[config.mk]
export PLATFORM = sky130hd
export DESIGN_NAME = rate_limit_request_parser_core
export DESIGN_NICKNAME = d
export VERILOG_FILES = /design/src/rlrp_pkg.sv /design/src/rlrp_front.sv /design/src/rlrp_fifo.sv /design/src/rlrp_back.sv /design/src/rate_limit_request_parser_core.sv
export SDC_FILE = /design/constraint.sdc
export NUM_CORES = 1
export LEC_CHECK = 0
export BUFFER_PORTS_ARGS = -buffer_cell sky130_fd_sc_hd__clkbuf_2
export CORE_UTILIZATION = 60
export CTS_CLUSTER_DIAMETER = 100
export CTS_CLUSTER_SIZE = 20
export DETAILED_ROUTE_END_ITERATION = 6
export HOLD_SLACK_MARGIN = 0.05
export PLACE_DENSITY = 0.88
export SLEW_MARGIN = 40
export SYNTH_ARGS = -nofsm -noshare
export SYNTH_HDL_FRONTEND = slang
export SYNTH_HIERARCHICAL = 1
export SYNTH_SLANG_ARGS = --single-unit
export TNS_END_PERCENT = 10
[constraint.sdc]
create_clock -name clk -period 14.2 [get_ports clk]
set_clock_uncertainty 0.2 [all_clocks]
set_input_delay 0.71 -clock clk [delete_from_list [all_inputs] [get_ports clk]]
set_output_delay 0.71 -clock clk [all_outputs]
set_load 0.005 [all_outputs]
[src/rlrp_pkg.sv]
// Shared types and constants for the rate limit request parser.
// Used by the front parser, the result queue, the back emitter and the checker.
package rlrp_pkg;

	typedef enum logic [3:0] {
		PH_VER,
		PH_ADDR,
		PH_PORT,
		PH_ULEN,
		PH_URL,
		PH_MAX,
		PH_TTL,
		PH_SKIP
	} phase_t;

	localparam logic [1:0] KIND_URL = 2'd0;
	localparam logic [1:0] KIND_REC = 2'd1;
	localparam logic [1:0] KIND_ERR = 2'd2;

	localparam logic [2:0] ERR_VERSION  = 3'd0;
	localparam logic [2:0] ERR_SHORT_V4 = 3'd1;
	localparam logic [2:0] ERR_SHORT_V6 = 3'd2;
	localparam logic [2:0] ERR_NO_PORT  = 3'd3;
	localparam logic [2:0] ERR_NO_ULEN  = 3'd4;
	localparam logic [2:0] ERR_URL_CUT  = 3'd5;
	localparam logic [2:0] ERR_NO_MAX   = 3'd6;
	localparam logic [2:0] ERR_NO_TTL   = 3'd7;

	localparam logic [7:0] VERSION_4 = 8'd4;
	localparam logic [7:0] VERSION_6 = 8'd6;
	localparam logic [8:0] ADDR4_BYTES = 9'd4;
	localparam logic [8:0] ADDR6_BYTES = 9'd16;
	localparam logic [8:0] PORT_BYTES  = 9'd2;
	localparam logic [8:0] TTL_BYTES   = 9'd4;

	localparam int QUEUE_DEPTH = 4;

	localparam int IN_DATA_W  = 8;
	localparam int OUT_DATA_W = 208;
	localparam int OUT_USER_W = 2;

	localparam int OFS_URL   = 0;
	localparam int OFS_IPV6  = 8;
	localparam int OFS_AHIGH = 9;
	localparam int OFS_ALOW  = 73;
	localparam int OFS_PORT  = 137;
	localparam int OFS_ULEN  = 153;
	localparam int OFS_LIMIT = 161;
	localparam int OFS_TTL   = 169;
	localparam int OFS_ERR   = 201;

	typedef struct packed {
		logic        has_url;
		logic [7:0]  url_char;
		logic        has_tail;
		logic        tail_rec;
		logic [2:0]  error_code;
		logic        is_ipv6;
		logic [63:0] addr_high;
		logic [63:0] addr_low;
		logic [15:0] port_number;
		logic [7:0]  url_length;
		logic [7:0]  request_limit;
		logic [31:0] lifetime_ms;
	} entry_t;

endpackage

[src/rlrp_front.sv]
// Front parser: accepts request bytes, tracks the record fields and classifies
// each byte into queue entries. Depends on rlrp_pkg.
module rlrp_front
	import rlrp_pkg::*;
(
	input  logic         clk,
	input  logic         arst_n,
	input  logic         s_tvalid,
	output logic         s_tready,
	input  logic [7:0]   s_tdata,  // data_byte [7:0]
	input  logic         s_tlast,
	input  logic         q_full,
	output logic         q_push,
	output entry_t       q_entry
);

	phase_t      phase_q, phase_d;
	logic [7:0]  cnt_q, cnt_d;
	logic        v6_q, v6_d;
	logic [63:0] ahigh_q, ahigh_d;
	logic [63:0] alow_q, alow_d;
	logic [15:0] port_q, port_d;
	logic [7:0]  ulen_q, ulen_d;
	logic [7:0]  limit_q, limit_d;
	logic [31:0] ttl_q, ttl_d;

	logic        accept;
	logic [8:0]  cnt_inc;
	logic        done;
	logic        err;
	logic        rec;
	logic        url;
	logic [2:0]  code;
	logic [31:0] ttl_shift;
	logic        good_ver;

	assign s_tready  = !q_full;
	assign accept    = s_tvalid && s_tready;
	assign cnt_inc   = {1'b0, cnt_q} + 9'd1;
	assign ttl_shift = {ttl_q[23:0], s_tdata};
	assign good_ver  = (s_tdata == VERSION_4) || (s_tdata == VERSION_6);

	always_comb begin
		unique case (phase_q)
			PH_ADDR: done = cnt_inc >= (v6_q ? ADDR6_BYTES : ADDR4_BYTES);
			PH_PORT: done = cnt_inc >= PORT_BYTES;
			PH_URL:  done = cnt_inc >= {1'b0, ulen_q};
			PH_TTL:  done = cnt_inc >= TTL_BYTES;
			default: done = 1'b0;
		endcase
	end

	always_comb begin
		err  = 1'b0;
		rec  = 1'b0;
		url  = 1'b0;
		code = ERR_VERSION;
		unique case (phase_q)
			PH_VER: begin
				if (!good_ver) begin
					err = 1'b1;
				end else if (s_tlast) begin
					err  = 1'b1;
					code = (s_tdata == VERSION_6) ? ERR_SHORT_V6 : ERR_SHORT_V4;
				end
			end
			PH_ADDR: begin
				err  = s_tlast;
				code = done ? ERR_NO_PORT : (v6_q ? ERR_SHORT_V6 : ERR_SHORT_V4);
			end
			PH_PORT: begin
				err  = s_tlast;
				code = done ? ERR_NO_ULEN : ERR_NO_PORT;
			end
			PH_ULEN: begin
				err  = s_tlast;
				code = (s_tdata == 8'd0) ? ERR_NO_MAX : ERR_URL_CUT;
			end
			PH_URL: begin
				url  = 1'b1;
				err  = s_tlast;
				code = done ? ERR_NO_MAX : ERR_URL_CUT;
			end
			PH_MAX: begin
				err  = s_tlast;
				code = ERR_NO_TTL;
			end
			PH_TTL: begin
				rec  = done;
				err  = !done && s_tlast;
				code = ERR_NO_TTL;
			end
			default: begin
			end
		endcase
	end

	always_comb begin
		q_push                = accept && (url || err || rec);
		q_entry.has_url       = url;
		q_entry.url_char      = s_tdata;
		q_entry.has_tail      = err || rec;
		q_entry.tail_rec      = rec;
		q_entry.error_code    = code;
		q_entry.is_ipv6       = v6_q;
		q_entry.addr_high     = ahigh_q;
		q_entry.addr_low      = alow_q;
		q_entry.port_number   = port_q;
		q_entry.url_length    = ulen_q;
		q_entry.request_limit = limit_q;
		q_entry.lifetime_ms   = ttl_shift;
	end

	always_comb begin
		phase_d = phase_q;
		cnt_d   = cnt_q;
		v6_d    = v6_q;
		ahigh_d = ahigh_q;
		alow_d  = alow_q;
		port_d  = port_q;
		ulen_d  = ulen_q;
		limit_d = limit_q;
		ttl_d   = ttl_q;
		unique case (phase_q)
			PH_VER: begin
				cnt_d   = '0;
				ahigh_d = '0;
				alow_d  = '0;
				port_d  = '0;
				ulen_d  = '0;
				limit_d = '0;
				ttl_d   = '0;
				v6_d    = s_tdata == VERSION_6;
				if (good_ver) begin
					phase_d = PH_ADDR;
				end
			end
			PH_ADDR: begin
				if (v6_q) begin
					ahigh_d = {ahigh_q[55:0], alow_q[63:56]};
					alow_d  = {alow_q[55:0], s_tdata};
				end else begin
					alow_d = {32'd0, alow_q[23:0], s_tdata};
				end
				cnt_d = cnt_inc[7:0];
				if (done) begin
					cnt_d   = '0;
					phase_d = PH_PORT;
				end
			end
			PH_PORT: begin
				port_d = {port_q[7:0], s_tdata};
				cnt_d  = cnt_inc[7:0];
				if (done) begin
					cnt_d   = '0;
					phase_d = PH_ULEN;
				end
			end
			PH_ULEN: begin
				ulen_d  = s_tdata;
				cnt_d   = '0;
				phase_d = (s_tdata == 8'd0) ? PH_MAX : PH_URL;
			end
			PH_URL: begin
				cnt_d = cnt_inc[7:0];
				if (done) begin
					cnt_d   = '0;
					phase_d = PH_MAX;
				end
			end
			PH_MAX: begin
				limit_d = s_tdata;
				cnt_d   = '0;
				phase_d = PH_TTL;
			end
			PH_TTL: begin
				ttl_d = ttl_shift;
				cnt_d = done ? 8'd0 : cnt_inc[7:0];
			end
			default: begin
				if (s_tlast) begin
					phase_d = PH_VER;
				end
			end
		endcase
		if (err || rec) begin
			phase_d = s_tlast ? PH_VER : PH_SKIP;
		end
	end

	always_ff @(posedge clk or negedge arst_n) begin
		if (!arst_n) begin
			phase_q <= PH_VER;
			cnt_q   <= '0;
			v6_q    <= 1'b0;
			ahigh_q <= '0;
			alow_q  <= '0;
			port_q  <= '0;
			ulen_q  <= '0;
			limit_q <= '0;
			ttl_q   <= '0;
		end else if (accept) begin
			phase_q <= phase_d;
			cnt_q   <= cnt_d;
			v6_q    <= v6_d;
			ahigh_q <= ahigh_d;
			alow_q  <= alow_d;
			port_q  <= port_d;
			ulen_q  <= ulen_d;
			limit_q <= limit_d;
			ttl_q   <= ttl_d;
		end
	end

endmodule

[src/rlrp_fifo.sv]
// Short queue of classified entries between the front parser and the back
// emitter. Depends on rlrp_pkg for the entry type.
module rlrp_fifo
	import rlrp_pkg::*;
#(
	parameter int DEPTH = QUEUE_DEPTH
) (
	input  logic   clk,
	input  logic   arst_n,
	input  logic   push,
	input  entry_t push_data,
	output logic   full,
	input  logic   pop,
	output entry_t pop_data,
	output logic   empty
);

	localparam int AW = $clog2(DEPTH);
	localparam int CW = $clog2(DEPTH + 1);

	entry_t        mem_q [DEPTH];
	logic [AW-1:0] wr_q;
	logic [AW-1:0] rd_q;
	logic [CW-1:0] count_q;
	logic          do_push;
	logic          do_pop;

	assign full     = count_q == CW'(DEPTH);
	assign empty    = count_q == '0;
	assign do_push  = push && !full;
	assign do_pop   = pop && !empty;
	assign pop_data = mem_q[rd_q];

	always_ff @(posedge clk) begin
		if (do_push) begin
			mem_q[wr_q] <= push_data;
		end
	end

	always_ff @(posedge clk or negedge arst_n) begin
		if (!arst_n) begin
			wr_q    <= '0;
			rd_q    <= '0;
			count_q <= '0;
		end else begin
			if (do_push) begin
				wr_q <= (wr_q == AW'(DEPTH - 1)) ? '0 : wr_q + AW'(1);
			end
			if (do_pop) begin
				rd_q <= (rd_q == AW'(DEPTH - 1)) ? '0 : rd_q + AW'(1);
			end
			if (do_push && !do_pop) begin
				count_q <= count_q + CW'(1);
			end else if (do_pop && !do_push) begin
				count_q <= count_q - CW'(1);
			end
		end
	end

endmodule

[src/rlrp_back.sv]
// Back emitter: drains queue entries and drives the result stream from an
// output register, one result per cycle unless stalled. Depends on rlrp_pkg.
module rlrp_back
	import rlrp_pkg::*;
(
	input  logic                  clk,
	input  logic                  arst_n,
	input  entry_t                q_head,
	input  logic                  q_empty,
	output logic                  q_pop,
	output logic                  m_tvalid,
	input  logic                  m_tready,
	output logic [OUT_DATA_W-1:0] m_tdata,
	output logic [OUT_USER_W-1:0] m_tuser
);

	logic                  valid_q;
	logic                  sub_q;
	logic                  sub_d;
	logic [OUT_DATA_W-1:0] data_q;
	logic [OUT_DATA_W-1:0] data_d;
	logic [OUT_USER_W-1:0] kind_q;
	logic [OUT_USER_W-1:0] kind_d;
	logic                  load;
	logic                  send_url;

	assign load     = !q_empty && (!valid_q || m_tready);
	assign send_url = q_head.has_url && !sub_q;
	assign q_pop    = load && !(send_url && q_head.has_tail);
	assign sub_d    = load ? (send_url && q_head.has_tail) : sub_q;

	always_comb begin
		data_d = '0;
		kind_d = KIND_URL;
		if (send_url) begin
			data_d[OFS_URL +: 8] = q_head.url_char;
		end else if (q_head.tail_rec) begin
			kind_d                   = KIND_REC;
			data_d[OFS_IPV6]         = q_head.is_ipv6;
			data_d[OFS_AHIGH +: 64]  = q_head.addr_high;
			data_d[OFS_ALOW +: 64]   = q_head.addr_low;
			data_d[OFS_PORT +: 16]   = q_head.port_number;
			data_d[OFS_ULEN +: 8]    = q_head.url_length;
			data_d[OFS_LIMIT +: 8]   = q_head.request_limit;
			data_d[OFS_TTL +: 32]    = q_head.lifetime_ms;
		end else begin
			kind_d                 = KIND_ERR;
			data_d[OFS_ERR +: 3]   = q_head.error_code;
		end
	end

	always_ff @(posedge clk or negedge arst_n) begin
		if (!arst_n) begin
			valid_q <= 1'b0;
			sub_q   <= 1'b0;
		end else begin
			sub_q <= sub_d;
			if (load) begin
				valid_q <= 1'b1;
			end else if (m_tready) begin
				valid_q <= 1'b0;
			end
		end
	end

	always_ff @(posedge clk) begin
		if (load) begin
			data_q <= data_d;
			kind_q <= kind_d;
		end
	end

	assign m_tvalid = valid_q;
	assign m_tdata  = data_q;
	assign m_tuser  = kind_q;

endmodule

[src/rate_limit_request_parser_core.sv]
// Top level of the rate limit request parser: front parser, entry queue and
// back emitter. Depends on rlrp_pkg, rlrp_front, rlrp_fifo and rlrp_back.
//
// Usage: request buffers arrive one byte per transaction on the s_ channel,
// s_tlast marking the last byte of a buffer. Results leave on the m_ channel:
// m_tuser gives the kind (URL byte, completed record, parse error) and
// m_tdata the fields of that kind, with every other field zero.
// Each accepted byte is classified in the cycle it is taken and, if it yields
// results, is written to a small queue (FIFO_DEPTH entries). Its results pass
// through the queue and then the output register before they reach m_tvalid.
// Throughput is one byte per cycle while the queue is not full. A URL byte that
// also ends the buffer yields two results, sent one after the other.
// When the receiver holds m_tready low the result stays in the output
// register and the queue fills; s_tready falls only when the queue is full.
// Reset clears the parser state to expect a version byte and empties the
// queue and the output register.
module rate_limit_request_parser_core
	import rlrp_pkg::*;
#(
	parameter int FIFO_DEPTH = QUEUE_DEPTH
) (
	input  logic                  clk,
	input  logic                  arst_n,
	input  logic                  s_tvalid,
	output logic                  s_tready,
	input  logic [IN_DATA_W-1:0]  s_tdata,   // data_byte [7:0]
	input  logic                  s_tlast,   // end_of_buffer
	output logic                  m_tvalid,
	input  logic                  m_tready,
	// url_char [7:0], is_ipv6 [8], addr_high [72:9], addr_low [136:73],
	// port_number [152:137], url_length [160:153], request_limit [168:161],
	// lifetime_ms [200:169], error_code [203:201], zero [207:204]
	output logic [OUT_DATA_W-1:0] m_tdata,
	output logic [OUT_USER_W-1:0] m_tuser    // kind [1:0]
);

	entry_t push_entry;
	entry_t head_entry;
	logic   push;
	logic   full;
	logic   pop;
	logic   empty;

	rlrp_front u_front (
		.clk      (clk),
		.arst_n   (arst_n),
		.s_tvalid (s_tvalid),
		.s_tready (s_tready),
		.s_tdata  (s_tdata),
		.s_tlast  (s_tlast),
		.q_full   (full),
		.q_push   (push),
		.q_entry  (push_entry)
	);

	rlrp_fifo #(
		.DEPTH (FIFO_DEPTH)
	) u_fifo (
		.clk       (clk),
		.arst_n    (arst_n),
		.push      (push),
		.push_data (push_entry),
		.full      (full),
		.pop       (pop),
		.pop_data  (head_entry),
		.empty     (empty)
	);

	rlrp_back u_back (
		.clk      (clk),
		.arst_n   (arst_n),
		.q_head   (head_entry),
		.q_empty  (empty),
		.q_pop    (pop),
		.m_tvalid (m_tvalid),
		.m_tready (m_tready),
		.m_tdata  (m_tdata),
		.m_tuser  (m_tuser)
	);

endmodule

---- Word-level counts from Yosys, hierarchy flattened ----
Memories as Yosys holds them, arrays and structs flattened.
Cells that the tools add are included.
W data, S select, Z words.
word-level totals
  output and inout port bits .............. 212
  memory bits (writable) .................. 828
  input bits .............................. 13
  word-level logic and storage cells ...... 141
  ROM bits ................................ 0
  latch bits .............................. 0
  memories kept ........................... 1
  bits in registers ....................... 412
memories
  name          words  bits a word  rd ports  clocked after Yosys merged registers in  wr ports  RTL line         RTL
  u_fifo.mem_q  4      207          1         0                                        1         rlrp_fifo.sv:21  entry_t mem_q [DEPTH];
cells by class
  add/sub/neg operators ................... 5
  div/mod/pow operators ................... 0
  eq/ne operators ......................... 17
  shift-type cells ........................ 0
  $lt $le $gt $ge ......................... 4
  $mul .................................... 0
  bitwise gates (word level) .............. 1
  multiplexer cells ....................... 44
  reductions and logical operators ........ 51
operators with widths
  cell                   number
  $pmux W64 S2           2
  $mux W64               2
  $pmux W24 S2           1
  $pmux W8 S2            3
  $pmux W16 S2           1
  $pmux W4 S7            1
  $mux W4                6
  $mux W3                7
  $pmux W3 S6            1
  $eq A8 B3 Y1 const B   2
  $reduce_bool A2 Y1     8
  $mux W2                7
  $reduce_and A2 Y1      7
  $eq A4 B3 Y1 const B   3
  $ne A3 B1 Y1 const B   4
  $logic_and A1 B1 Y1    11
  $add A8 B1 Y9 const B  1
  $ge A9 B2 Y1 const B   1
  $ge A9 B3 Y1 const B   1
  $ge A9 B8 Y1           1
  $ge A9 B9 Y1           1
  $mux W1                9
  $eq A4 B2 Y1 const B   2
  $logic_not A1 Y1       8
  other kinds (23)       32

---- Logic depth before layout (Yosys ltp) ----
Gate-level depths: netlist of run 1.
  depth in word-level cells ............... 14
  depth in mapped cells ................... 17
  depth with buffers taken out ............ 15

---- Cells and area by module ----
Netlist of run 1, hierarchy kept.
by module, submodules not included
  module      area each (µm²)  times used  sequential area each (µm²)  cells an instance
  rlrp_fifo   30219.0          1           25039.0                     1118
  rlrp_front  8523.2           1           4904.7                      870
  rlrp_back   7833.8           1           6236.0                      449

---- Worst setup path before layout of run 1 ----
Ideal clock, no wire load.
  path kind ............................... input port to flip-flop
  start ................................... in m_tready
  end ..................................... reg u_fifo.count_q[1]
  library setup time ...................... 0.125 ns
  cell stages on the path ................. 8
  path slack .............................. 1.557 ns
  buffers on the path ..................... 0
  arrival time ............................ 12.319 ns
  data required time ...................... 13.875 ns
  cells stage by stage .................... inv_1 > a21oi_1 > nor2b_1 > o31ai_1 > ha_1 > inv_1 > fa_1 > mux2_2
on the way
  cells in the longest elaborated chain, start to end .. 7
  elaborated cells on any way between the ends .. 9
  classes of those cells .................. mux (1); reduce/logical (8)
RTL lines
  what                                                  RTL line                              RTL
  start, declared                                       rate_limit_request_parser_core.sv:29  input logic m_tready,
  $logic_or A1 B1 Y1 *                                  rlrp_back.sv:27                       assign load = !q_empty && (!valid_q || m_tready);
  $logic_and A1 B1 Y1 *                                 rlrp_back.sv:27
  via u_back.load                                       rlrp_back.sv:24                       logic load;
  $logic_and A1 B1 Y1 *                                 rlrp_back.sv:29                       assign q_pop = load && !(send_url && q_head.has_tail);
  via pop                                               rate_limit_request_parser_core.sv:41  logic pop;
  $logic_and A1 B1 Y1 *                                 rlrp_fifo.sv:31                       assign do_pop = pop && !empty;
  $logic_not A1 Y1                                      rlrp_fifo.sv:52                       if (do_push && !do_pop) begin
  $logic_and A1 B1 Y1                                   rlrp_fifo.sv:52
  $mux W3 / $reduce_bool A2 Y1 (equally long branches)  n/a
  end signal, assigned                                  rlrp_fifo.sv:53                       count_q <= count_q + CW'(1);
  end signal, assigned                                  rlrp_fifo.sv:55                       count_q <= count_q - CW'(1);
  end, declared                                         rlrp_fifo.sv:24                       logic [CW-1:0] count_q;
Mark *: on every way through the listed nets, which the timed path passes. The rest lies on a longest branch.
A chain may end at the register's enable or synchronous reset.

---- Final worst setup path of run 1 ----
  start ................................... reg u_front.cnt_q[2]
  end ..................................... mem u_fifo/mem_q[2][12] in the netlist's numbering, enable pin
on the way
  cells in the longest elaborated chain, start to end .. 12
  elaborated cells on any way between the ends .. 16
  classes of those cells .................. add/sub (1); order compare (4); mux (5); reduce/logical (6)
RTL lines
  what                                  RTL line                              RTL
  start, declared                       rlrp_front.sv:18                      logic [7:0] cnt_q, cnt_d;
  start signal, assigned                rlrp_front.sv:204                     cnt_q <= cnt_d;
  $add A8 B1 Y9 *                       rlrp_front.sv:39                      assign cnt_inc = {1'b0, cnt_q} + 9'd1;
  $ge A9 B3 Y1 (tied with other cells)  rlrp_front.sv:48                      PH_TTL: done = cnt_inc >= TTL_BYTES;
  $pmux W1 S4 *                         rlrp_front.sv:44                      unique case (phase_q)
  $logic_not A1 Y1                      rlrp_front.sv:90                      err = !done && s_tlast;
  $logic_and A1 B1 Y1                   rlrp_front.sv:90
  $pmux W1 S3                           rlrp_front.sv:58                      unique case (phase_q)
  $logic_or A1 B1 Y1                    rlrp_front.sv:99                      q_push = accept && (url || err || rec);
  $logic_or A1 B1 Y1 *                  rlrp_front.sv:99
  $logic_and A1 B1 Y1 *                 rlrp_front.sv:99
  via push                              rate_limit_request_parser_core.sv:39  logic push;
  $logic_and A1 B1 Y1 *                 rlrp_fifo.sv:30                       assign do_push = push && !full;
  $mux W1 *                             rlrp_fifo.sv:35                       if (do_push) begin
  $mux W1 (not written as such) *       rlrp_fifo.sv:36                       mem_q[wr_q] <= push_data;
  end, declared                         rlrp_fifo.sv:21
Marks and branches as above.

==> out/summary.md, run 1 <==
The core region is 76330 um^2. Sequential elements use 77.68% of the synthesized area. For the final number of hold-violating endpoints, the log shows 0. The flow ran to the end, and the final reports show no timing, DRC or antenna violations. The insertion delay to the later sink of the worst-skew pair came out at 650 ps. The post-layout utilization of the core came out at 66.65%. TritonCTS built the clock tree. Counting the buffers created by CTS gives 72. The total number of yosys warnings was 6; the number of standard-cell rows in the floorplan was 101.

The global router's overall resource usage was 24.89%; the die height was 280.6 um. In this run the worst path has a maximum fanout of 45. In the final routed layout, each cell accounts on average for 26.11 um. On the critical path the largest part of the delay comes from simple AND/OR/NAND/NOR gates. The run gives 5290 ps as the arrival time reported for the critical path endpoint.

Using the TritonRoute via totals, the vias-per-cell ratio works out to 6.192. The detail route stage leaves a number of antenna-violating nets equal to 0. The area growth from synthesis to layout is 9.220%. The via count of the first global-routing pass came out at 23.43k. For this design the static power due to leakage is 17.81 nW. The run gives 0 as the number of pins with negative max-slew slack in the final report. The launch point of the worst reg-to-reg path is u_front/cnt_q[2]$_DFFE_PN0P_. The largest stage delay on the critical path is 720 ps, and the last weighted congestion value of the routability-driven placer is 0.9280. The tools report the worst vdd rail ir drop as 0.1651 mV. The critical path starts at u_front/cnt_q[2]$_DFFE_PN0P_. The library cell with the largest summed area after synthesis was sky130_fd_sc_hd__edfxtp_1. After routing, the total negative slack on setup checks comes to 0 ps. Number of gates resized after cts: 0. Among all cell types in the netlist, the one instantiated most often is sky130_fd_sc_hd__edfxtp_1. The final layout contains routed wiring with a total length of 96840 um.

After layout, the worst path uses 36.74% of the clock period. The switching power as a share of total power came out at 30.61%. The cell area that synthesis handed to floorplanning was 46580 um^2.

The run gives 0 as the max-cap check violation count. Part of the power in the clock network: 20.0%. The share of final-layout standard cells stronger than drive strength 1 was 21.70%; the transition at the pin with the smallest max-transition slack was 859.8 ps. Averaged over all synthesized cells, the footprint is 19.11 um^2. The number of enable-type register cells in the synthesized netlist works out to 1034.

The final hold slack came out at 119.5 ps. After legalization and detailed placement, the total HPWL measured 56210 um. The areal power density over the cells came out at 208.4 nW/um^2.

The run gives 0 as the count of unresolved DRC violations after routing. Data required time at the worst endpoint: 14280 ps. The deepest clock path buffer count is 3. For the part of the total power dissipated in sequential elements, the log shows 52.4%. The tools report the maximum level of the CTS H-tree as 3. The count of buffering cells on the critical path with inverters included was 2; the total number of vias was 22.97k. The share of total power dissipated in combinational logic is 27.6%.

Measured against its own limit, the worst slew margin works out to 42.68%. Counting flops and latches in the post-synthesis netlist gives 1239. For this design, the slowest cell found on the critical path is sky130_fd_sc_hd__and2_4.

Cell internal power was estimated by the tool at 0.007357 W. Clock tree synthesis selected as its root buffer the cell sky130_fd_sc_hd__clkbuf_16. For the post-synthesis cell type count, the log shows 63.

The worst setup path is launched from a register. Count of input and output buffers: 220. Entering global routing, the biggest net connects 139 pins.

Post-CTS timing repair inserted 0 buffers for setup. For the worst setup slack after layout, the log shows 8984 ps. The first TritonRoute pass finished after 6 iterations.

The number of top-level pins was 225; the total die area was 78740 um^2. Static timing analysis puts the maximum clock frequency at 191.7 MHz. Setup repair after global routing left no endpoint under its margin. Synthesis handed over a netlist of 2437 instances. The commonest cells after synthesis are 1034 x sky130_fd_sc_hd__edfxtp_1, 247 x sky130_fd_sc_hd__nand2_1, 212 x sky130_fd_sc_hd__and2_1. The initial utilization of the core area, before any placement, comes to 61.02%.

Prior to clock tree synthesis, the placed netlist has a worst setup slack of 8922 ps. The first global-routing pass estimated 144600 um of wire. The initial antenna violation count was 5. The critical path goes through nand3_1, o21a_1, o22a_1, o21a_1, a21oi_1, a21oi_1, nor2_1, nor2b_1, and2_4, buf_4, buf_4. The worst hold path begins at m_tready.

For the count of clock tree sinks, the log shows 1239. The endpoint kind of the worst setup timing path was a register. The count of routing violations after the opening detailed-route iteration is 2608.

The die is 280.6 um wide. The synthesized design devotes to its leading area cell type 66.66% of total area. For this run, asynchronously set or reset flops after synthesis account for 16.55%. The clock transition time at the flip-flop clock pins of the worst setup and hold paths was 90 ps. Among all flip-flop cells after synthesis, the most frequent one is sky130_fd_sc_hd__edfxtp_1. Setup slack on the worst reg-to-reg path comes out at 8980 ps.

The critical path class was register to register. The smallest clock period supported by the final layout is computed as 5216 ps. For this design the total switching power over the nets is 0.003245 W. The run gives 2651 as the net count of the finished layout. The setup-violating endpoint count in the final report was 0; the global route total overflow was 0. The tightest min-delay check is of the primary input to register type. Sorting the synthesized cells by area gives the leading types as sky130_fd_sc_hd__edfxtp_1 67%, sky130_fd_sc_hd__dfrtp_1 11%, sky130_fd_sc_hd__mux4_2 10%, sky130_fd_sc_hd__and2_1 2.8%, sky130_fd_sc_hd__nand2_1 2.0%.
-- layer usage --
layer / global-route usage (%) / vias to the layer above / part of all wire [%]
li1: - / 9738 / -
met1: 33.07 / 11780 / 37
met2: 41.74 / 1231 / 51
met3: 3.847 / 206 / 7.7
met4: 9.990 / 6 / 4.0
met5: 0 / - / 0.041
-- timing repair --
item,in CTS,in global routing
endpoints found under the hold margin,84,0
endpoints found under the setup margin,0,0
hold buffers,1,0
-- cells by family (layout without fill, tap and decap cells) --
logic type | count (synthesis) | in the layout | synth area share, %
flops | 1239 | 1239 | 77.68
simple gates | 531 | 531 | 5.717
compound gates | 253 | 253 | 3.680
mux | 212 | 212 | 10.13
buf+inv | 175 | 413 | 2.136
fa+ha+maj | 18 | 18 | 0.4997
xor+xnor | 8 | 8 | 0.1504
other cells | 1 | 5 | 0.008051
-- sequential cells by signal, summed over array words and instances (netlist names) --
signal,count
u_fifo/wr_q,2
u_front/phase_q,3
u_front/ulen_q,8
u_back/m_tvalid,1
u_front/ttl_q,24
u_fifo/rd_q,2
u_front/cnt_q,8
u_front/v6_q,1
u_front/limit_q,8
u_front/alow_q,64
u_back/sub_q,1
u_front/ahigh_q,64
u_front/port_q,16
u_back/m_tuser,2
u_fifo/mem_q,828
u_fifo/count_q,3
u_back/m_tdata,204
-- power by group through the flow --
stage | registers (W) | clock network, W | logic, W
after floorplan | 0.00563 | 0 | 0.00190
after detailed placement | 0.00562 | 0 | 0.00291
final | 0.00555 | 0.00212 | 0.00293
after global placement | 0.00559 | 0 | 0.00273
after CTS | 0.00557 | 0.00216 | 0.00294
after global routing | 0.00564 | 0.00226 | 0.00313
-- metrics by stage --
step           power, W  cell area (um^2)  cells
2_1_floorplan  0.007527             46590   2440
5_1_grt         0.01103             50870   3708
6_report        0.01060             50870   3709
3_5_place_dp   0.008534             48650   3572
4_1_cts         0.01067             50790   3705
3_3_place_gp   0.008320             48360   3562
-- cell usage in the layout, fill, tap and decap left out, drive strengths merged, types with 7 or more instances in the layout --
cell / netlist / routed
nor2b: 7 / 7
clkbuf: 55 / 344
o21ai: 122 / 122
mux4: 207 / 207
and2: 212 / 212
ha: 17 / 17
edfxtp: 1034 / 1034
a22o: 72 / 72
nand2: 248 / 248
inv: 20 / 24
dfrtp: 205 / 205
buf: 100 / 41
nor3: 13 / 13
nor2: 23 / 23
a21oi: 16 / 16
-- path summary, 6_finish.rpt --
kind	endpoint	depth (start not counted)
worst max-delay path	u_fifo/mem_q[2][12]$_DFFE_PP_	11
worst min-delay path	u_back/m_tvalid$_DFFE_PN0P_	2
worst max register to register	u_fifo/mem_q[2][12]$_DFFE_PP_	11
worst min register to register	u_fifo/count_q[2]$_DFFE_PN0P_	1
max in group asynchronous	u_fifo/rd_q[1]$_DFFE_PN0P_	4
min in group asynchronous	u_front/ttl_q[12]$_DFFE_PN0P_	2
-- final cells by class --
class | instances | area, um^2
Sequential cell | 1239 | 36190
Fill cell | 4720 | 25460
Multi-Input combinational cell | 1026 | 9499
Clock buffer | 125 | 2022
Timing Repair Buffer | 261 | 1689
Tap cell | 1030 | 1289
Clock inverter | 7 | 105.1
Inverter | 20 | 75.07
Antenna cell | 1 | 2.502
Power figures use the tool's default switching activity.
==> run 2, diff against run 1 <==
==> constraint.sdc (replaced) <==
create_clock -name clk -period 5.27 [get_ports clk]
set_clock_uncertainty 0.2 [all_clocks]
set_input_delay 0.2635 -clock clk [delete_from_list [all_inputs] [get_ports clk]]
set_output_delay 0.2635 -clock clk [all_outputs]
set_load 0.005 [all_outputs]
==> run 2 against run 1 <==
  * Non-clock buffer count up 25
  * Worst setup slack got worse by 8100 ps
  * Critical path type unchanged
  * Largest cell class unchanged
  * Cell area up 0.69%
  * Routed wire length increased by 0.63%
  * Flip-flop and latch count unchanged
  * Utilization rose by 0.46 points
  * Sequential share of layout area shrank 0.49 points
  * Critical path depth shrank 1
  * The run now ends with DRC left
  * Critical endpoint is now u_fifo/mem_q[0][116]$_DFFE_PP_
==> out/summary.md, run 2 (same netlist as run 1, synthesis figures left out) <==
The via count of the first global-routing pass was 23.88k (+1.9%); the die width was 280.6 um (unchanged). The number of pins with negative max-slew slack in the final report is 0 (unchanged). The tools report the standby leakage power as 17.96 nW (+0.84%). The share of final-layout standard cells stronger than drive strength 1 is 21.98% (+0.29 points), and the number of top-level pins is 225 (unchanged). The total number of vias came out at 23.31k (+1.5%). The run gives 0 (unchanged) as the max-cap check violation count.

Transition at the pin with the smallest max-transition slack: 859.3 ps (-0.4380 ps). Root cell of the clock tree: sky130_fd_sc_hd__clkbuf_16. The worst setup path is of the register to register kind.

The per-cell routed wire length is 26.11 um (about the same). For the insertion delay to the later sink of the worst-skew pair, the log shows 660 ps (about the same). TritonCTS built the clock tree. The library cell used most frequently in the layout, excluding fill and tap cells, is sky130_fd_sc_hd__edfxtp_1.

Path type of the worst min-delay path: primary input to register. The number of standard-cell rows in the floorplan is 101 (unchanged), and the remaining max-slew budget at the tightest pin is 42.71% (about the same). The count of clock tree sinks came out at 1239 (unchanged). The data required time at the worst endpoint came out at 5360 ps (-8920 ps). The run gives 76330 um^2 (unchanged) as the area of the core.

In this run the most critical hold path is launched from m_tready. Leaving out fill and tap cells, the most frequent cells in the layout are 1034 x sky130_fd_sc_hd__edfxtp_1, 247 x sky130_fd_sc_hd__nand2_1, 219 x sky130_fd_sc_hd__clkbuf_2. The deepest clock path buffer count is 3 (unchanged). Areal power density over the cells: 556.6 nW/um^2 (+170%).

Startpoint kind of the worst setup timing path: a register. The total die area is 78740 um^2 (unchanged), and the count of buffering cells on the critical path with inverters included is 1 (-1). The worst vdd rail ir drop came out at 0.4202 mV (+150%).

Routed signal wires occupy layers up through met4. The maximum fanout count along the critical path is 35 (-22%). The worst setup path is captured at a register. For the net count of the finished layout, the log shows 2675 (+0.91%). The total met3 wirelength after detailed routing came out at 7425 um (-0.44%). The run gives 97450 um (+0.63%) as the detailed-route wire length. The tools report the endpoint of the most critical register-to-register path as u_fifo/mem_q[0][116]$_DFFE_PP_.

The last weighted congestion value of the routability-driven placer was 0.9113 (-1.8%); the cell count of the worst reg-to-reg path was 10 (-1). The run gives 3 (unchanged) as the maximum level of the CTS H-tree. The critical path goes through nand3_1, o21a_1, o22a_1, o21a_1, a21oi_1, a21oi_1, nor2_1, nor2b_1, and2_4, buf_4. The met1 routed wirelength after detailed routing was 36430 um (+2.0%). The setup slack of the worst register-to-register path is 920 ps (-8060 ps).

The largest stage delay on the critical path works out to 690 ps (-30 ps). The tools report the setup TNS as 0 ps (unchanged). The count of input and output buffers is 220 (unchanged). The wire length of the first global-routing pass was 147600 um (+2.1%).

Minimum clock period: 4345 ps (-871.0 ps). The count of unresolved DRC violations after routing was 26 (+26); the met2 wirelength from detailed routing was 50800 um (+2.1%). The tools report the number of nets with antenna violations after routing as 0 (unchanged). Category of cells accounting for the largest share of critical-path delay: simple AND/OR/NAND/NOR gates.

The standard cell with the maximum stage delay on the critical path is sky130_fd_sc_hd__and2_4. The endpoint with the worst hold slack was u_back/m_tvalid$_DFFE_PN0P_. Clock transition time at the flip-flop clock pins of the worst setup and hold paths: 90 ps (about the same). The number of vias per cell was 6.245 (+0.86%); the detailed-router iteration count before antenna repair was 7 (+1). The global route total overflow came out at 0 (unchanged). The number of flip-flops under the largest register name works out to 828 (unchanged).

The worst register-to-register path begins at u_front/cnt_q[2]$_DFFE_PN0P_. The initial antenna violation count was 2 (-3). The checks that failed: DRC. The number of buffers added by the clock tree synthesis step was 71 (-1.4%); the largest net degree at the start of global routing was 138 (-0.72%). The post-DP HPWL is 55370 um (-1.5%). For the count of routing violations after the opening detailed-route iteration, the log shows 3207 (+23%). The logs give 61.02% (unchanged) for the starting utilization of the core area and 248.2 ps (+128.7 ps) for the final hold slack.

The run finished, with violations left. The setup-violating endpoint count in the final report was 0 (unchanged). The antenna cell count is 0 (-1), and the synthesis-to-layout area growth is 9.977%. Setup repair after global routing left no endpoint under its margin.

The global router's overall resource usage came out at 25.31% (+0.42 points). The cell count of the worst hold path is 3 (+1). The register bank with the most flops is u_fifo/mem_q. The post-route fraction of the period consumed by the critical path was 82.46% (+46 points). The arrival time reported for the critical path endpoint came out at 4430 ps (-860 ps). The achievable frequency was 230.1 MHz (+20%); the die height was 280.6 um (unchanged). The final number of hold-violating endpoints came out at 0 (unchanged).
## run 2: through the flow
step	worst slack (ps)	cells	utilization (%)	cell area, um^2	total power [W]
final	924.6	3732	67.11	51220	0.02851
after global routing	773.3	3732	67.11	51220	0.02969
after CTS	1040	3729	67.02	51150	0.02869
after detailed placement	1111	3583	64.01	48860	0.02289
after global placement	1238	3577	63.80	48700	0.02238
after floorplan	-2165	2440	-	46620	0.02012
## run 2: layout make-up
class	instances	area, um^2
sequential	1239	36190
tap	1030	1289
inverter	20	75.07
clock inverter	4	76.32
clock buffer	127	2051
timing repair buffer	286	2031
fill	4650	25110
multi-input combinational	1026	9510
## run 2: how the worst max path moves through the flow
stage               depth (start not counted)                              to                    startpoint
global route                               10  u_fifo/mem_q[0][179]$_DFFE_PP_  u_front/cnt_q[2]$_DFFE_PN0P_
floorplan                                  11    u_fifo/mem_q[1][0]$_DFFE_PP_  u_front/cnt_q[2]$_DFFE_PN0P_
detailed placement                         10  u_fifo/mem_q[0][184]$_DFFE_PP_  u_front/cnt_q[2]$_DFFE_PN0P_
finish                                     10  u_fifo/mem_q[0][116]$_DFFE_PP_  u_front/cnt_q[2]$_DFFE_PN0P_
CTS                                        10   u_fifo/mem_q[1][17]$_DFFE_PP_  u_front/cnt_q[2]$_DFFE_PN0P_
global placement                           10  u_fifo/mem_q[3][164]$_DFFE_PP_  u_front/cnt_q[2]$_DFFE_PN0P_
## run 2: worst min-delay path: cells and delay by family
| family | cells | cell delay, ps |
|---|---|---|
| compound gates | 1 | 100 |
| buf+inv | 2 | 670 |
## run 2: what timing repair did
item | 4_1_cts | 5_1_grt
resized for setup | 0 | 0
hold buffers | 15 | 0
buffers inserted | 0 | 0
endpoints found under the hold margin | 189 | 0
## run 2: power breakdown
| group | internal (W) | switching [W] |
|---|---|---|
| sequential | 0.0138 | 0.00125 |
| combinational | 0.00339 | 0.00437 |
| clock | 0.00269 | 0.00304 |
## run 2: per-layer routing
| layer | global-route usage [%] | up-vias |
|---|---|---|
| li1 | - | 9780 |
| met1 | 33.98 | 12070 |
| met2 | 43.28 | 1256 |
| met3 | 3.722 | 203 |
| met4 | 7.860 | 0 |
| met5 | 0 | - |
